==> src/design/bffa_pkg.sv <==
`default_nettype none

package bffa_pkg;

  localparam int MAP_BITS_DEF = 8192;

  localparam int FIELD_W = 14;
  localparam logic [FIELD_W-1:0] FIELD_MAX = 14'h3FFF;
  localparam logic [FIELD_W-1:0] LIMIT_RESET = 14'd8192;

  // commands
  localparam logic [1:0] CMD_ALLOC_INODE = 2'd0;
  localparam logic [1:0] CMD_ALLOC_BLOCK = 2'd1;
  localparam logic [1:0] CMD_FREE_INODE  = 2'd2;
  localparam logic [1:0] CMD_FREE_BLOCK  = 2'd3;

  // result status
  localparam logic [1:0] STAT_OK    = 2'd0;
  localparam logic [1:0] STAT_FULL  = 2'd1;
  localparam logic [1:0] STAT_RANGE = 2'd2;

  // configuration register indexes
  localparam int CFG_IDX_W = 1;
  localparam logic [CFG_IDX_W-1:0] CFG_INODE_LIMIT = 1'd0;
  localparam logic [CFG_IDX_W-1:0] CFG_BLOCK_LIMIT = 1'd1;

  typedef struct packed {
    logic [1:0]         cmd;
    logic [FIELD_W-1:0] number;
  } in_t;

  typedef struct packed {
    logic [FIELD_W-1:0] given;
    logic [1:0]         status;
    logic [FIELD_W-1:0] free_left;
  } out_t;

endpackage

`default_nettype wire

==> src/design/bffa_word_scan.sv <==
`default_nettype none

module bffa_word_scan #(
  parameter int WORD_W = 64,
  parameter int WB     = 6
) (
  input  wire logic [WORD_W-1:0]           word,
  input  wire logic [bffa_pkg::FIELD_W-1:0] remaining,
  output logic                             found,
  output logic      [WB-1:0]               index
);

  import bffa_pkg::*;

  logic [WORD_W-1:0] cand;

  // a bit is a candidate when clear and still below the limit
  always_comb begin
    for (int j = 0; j < WORD_W; j++) begin
      cand[j] = ~word[j] && (32'(j) < 32'(remaining));
    end
  end

  always_comb begin
    index = '0;
    for (int j = WORD_W - 1; j >= 0; j--) begin
      if (cand[j]) begin
        index = WB'(j);
      end
    end
  end

  assign found = |cand;

endmodule

`default_nettype wire

==> config.mk <==
export PLATFORM = sky130hd
export DESIGN_NAME = bffa_word_scan
export DESIGN_NICKNAME = d
export VERILOG_FILES = /design/src/design/bffa_pkg.sv /design/src/design/bffa_word_scan.sv
export SDC_FILE = /design/constraint.sdc
export NUM_CORES = 1
export LEC_CHECK = 0
export ABC_AREA = 1
export BUFFER_PORTS_ARGS = -buffer_cell sky130_fd_sc_hd__buf_2
export CORE_ASPECT_RATIO = 2
export CORE_MARGIN = 5
export CORE_UTILIZATION = 30
export DETAILED_ROUTE_END_ITERATION = 10
export PLACE_DENSITY = 0.57
export SYNTH_ARGS = -nofsm -noshare
export SYNTH_HDL_FRONTEND = slang
export SYNTH_SLANG_ARGS = --single-unit
==> constraint.sdc <==
create_clock -name vclk -period 3.54
set_input_delay 0.177 -clock vclk [all_inputs]
set_output_delay 0.177 -clock vclk [all_outputs]
set_load 0.05 [all_outputs]
==> flow_metrics.env <==
export IMPL_layout_drive_gt1_share_pct=36.9
export IMPL_p_sw_mw=0.117
export IMPL_dp_hpwl_um=6490
export IMPL_ys_seq_area_share_pct=0
export IMPL_p_total_mw=0.232
export IMPL_rsz0062_at_grt="true"
export IMPL_p_per_area_nw_per_um2=83.7
export IMPL_crit_type="input port to primary output"
export IMPL_power_switching_share_pct=50.7
export IMPL_final_setup_viol_count=2
export IMPL_grt_max_degree=10
export IMPL_slew_limit_headroom_pct=69.2
export IMPL_finalHoldViolations=0
export IMPL_nClkBuffers=0
export IMPL_drt_vias_per_instance=4.78
export IMPL_status="complete, but fails checks"
export IMPL_syn_area_per_cell_um2=4.42
export IMPL_n_antenna_cell=0
export IMPL_violations="negative setup slack"
export IMPL_grt_pass1_vias=2746
export IMPL_start_kind="input port"
export IMPL_timing_fmax_mhz=232
export IMPL_area_delta_synth_final_pct=69.7
export IMPL_syn_instance_count=369
export IMPL_register_area_um2=0
export IMPL_period_needed_ns=4.32
export IMPL_yosysWarnings=0
export IMPL_ios=85
export IMPL_die_area_um2=7110
export IMPL_drv_slew=0
export IMPL_die_w_um=62.2
export IMPL_crit_top_cell="nand2_1"
export IMPL_fin_nets=598
export IMPL_rows=38
export IMPL_min_to="index[0]"
export IMPL_clock_power_share_pct=0
export IMPL_min_path_cells=4
export IMPL_design_seq_count=0
export IMPL_ys_types=29
export IMPL_drt_total_wl_um=7360
export IMPL_fin_crit_sh_pct=122
export IMPL_syn_nets=447
export IMPL_drtIter0Drc=122
export IMPL_p_seq_share_pct=0
export IMPL_first_pass_iters=5
export IMPL_yosysTopAreaCellShare_pct=33.3
export IMPL_crit_path_top_delay_cell="buf_6"
export IMPL_die_h_um=114
export IMPL_place_gp_congestion=0.913
export IMPL_hold_path_class="input port to primary output"
export IMPL_fill_cells=631
export IMPL_postRouteAntennaNets=0
export IMPL_maxCapViolCount=0
export IMPL_synth_top_cells_by_count="nand2_1 (145), nor2_1 (83), inv_1 (41)"
export IMPL_antenna_found_initial=0
export IMPL_overflow=0
export IMPL_grt_pass1_wl_um=11300
export IMPL_internal_power_mw=0.114
export IMPL_vdd_drop_max_uv=52.0
export IMPL_fin_ws_ns=-0.777
export IMPL_leakage_nw=1.56
export IMPL_syn_area_um2=1630
export IMPL_port_buffers=85
export IMPL_num_vias=2761
export IMPL_tightestPinTransition_ns=0.457
export IMPL_fin_setup_tns_ns=-1.08
export IMPL_p_comb_share_pct=100.0
export IMPL_hold_start="word[0]"
export IMPL_ys_top_cells_by_area="nand2_1 (33%), nor2_1 (19%), inv_1 (9.4%), o21ai_0 (7.0%), o21bai_1 (6.4%)"
export IMPL_grt_util_all_layers_pct=19.3
export IMPL_routedWlPerCell_um=12.7
export IMPL_route_detailed_drc=0
export IMPL_end_kind="primary output"
export IMPL_cp_max_fo=3
export IMPL_start_util_pct=30.4
export IMPL_critPathMaxStageDelay_ns=0.17
export IMPL_yosys_area_top_type="nand2_1"
export IMPL_cp_arrival_ns=4.14
export IMPL_synth_most_common_cell="nand2_1"
export IMPL_coreArea_um2=5370
export IMPL_required_ns=3.36
## metal layers
layer  global-route usage, %  vias up  part of all wire [%]
li1                        -     1459                     -
met1                    16.1     1191                    32
met2                    40.0       85                    57
met3                    2.36       26                   4.7
met4                    12.7        0                   6.5
met5                       0        -                     0
## placed cells by master, fill, tap and decap left out, types with 7 or more instances in the layout
cell type | netlist | final
inv_1 | 41 | 37
buf_2 | 0 | 77
o21bai_1 | 14 | 14
nor2_1 | 83 | 77
nand2_2 | 3 | 8
o21ai_0 | 23 | 20
nand2_1 | 145 | 138
buf_6 | 1 | 12
nand3b_1 | 9 | 9
buf_4 | 1 | 63
or2_2 | 7 | 7
a21oi_1 | 9 | 9
## worst max-delay path by stage
stage	from	endpoint	slack (ns)	cells after the start
2_1_floorplan	remaining[5]	index[0]	-0.35	66
3_3_place_gp	remaining[12]	index[0]	-0.89	65
3_5_place_dp	remaining[12]	index[0]	-0.90	65
4_1_cts	remaining[13]	index[0]	-0.75	67
5_1_grt	remaining[12]	index[0]	-1.44	69
6_report	remaining[12]	index[0]	-0.78	66
## power by group through the flow
stage                     Sequential (mW)  Combinational [mW]  Clock [mW]
after floorplan                         0               0.113           0
after CTS                               0               0.224           0
final                                   0               0.232           0
after detailed placement                0               0.217           0
after global routing                    0               0.259           0
after global placement                  0               0.215           0
## cells by family after synthesis
kind of cell	count (synthesis)	share of synthesized area (%)
buffers and inverters	47	11.5
AOI/OAI and AO/OA	61	23.1
and+or+nand+nor	261	65.4
## final cells by class
type	instances	area (um^2)	share of cell area, %
multi-input combinational	322	1530	55.3
inverter	44	170	6.14
timing repair buffer	152	993	35.9
tap	60	75.1	2.71
## per-stage QoR
step	std cells	setup slack (ns)	utilization [%]	hold slack (ns)	cell area, um^2
after detailed placement	573	-0.899	48.3	0.873	2600
after global placement	573	-0.890	48.3	0.868	2600
after global routing	578	-1.44	51.6	0.810	2770
after CTS	575	-0.747	50.0	0.789	2690
after floorplan	369	-0.351	-	0.650	1660
final	578	-0.777	51.6	0.781	2770
## critical path, delay by kind of cell
family | cells | cell delay (ns)
AO/OA/AOI/OAI | 1 | 0.13
buffers and inverters | 4 | 0.43
AND/OR/NAND/NOR | 61 | 3.37
## what timing repair did
action                                  in CTS  in global routing
pin swaps                                    5                 34
endpoints found under the setup margin       2                  3
resized for setup                           21                 19
buffers inserted                             2                  5
gates cloned                                 0                  0
hold buffers                                 0                  0
(Power assumes the default switching activity.)
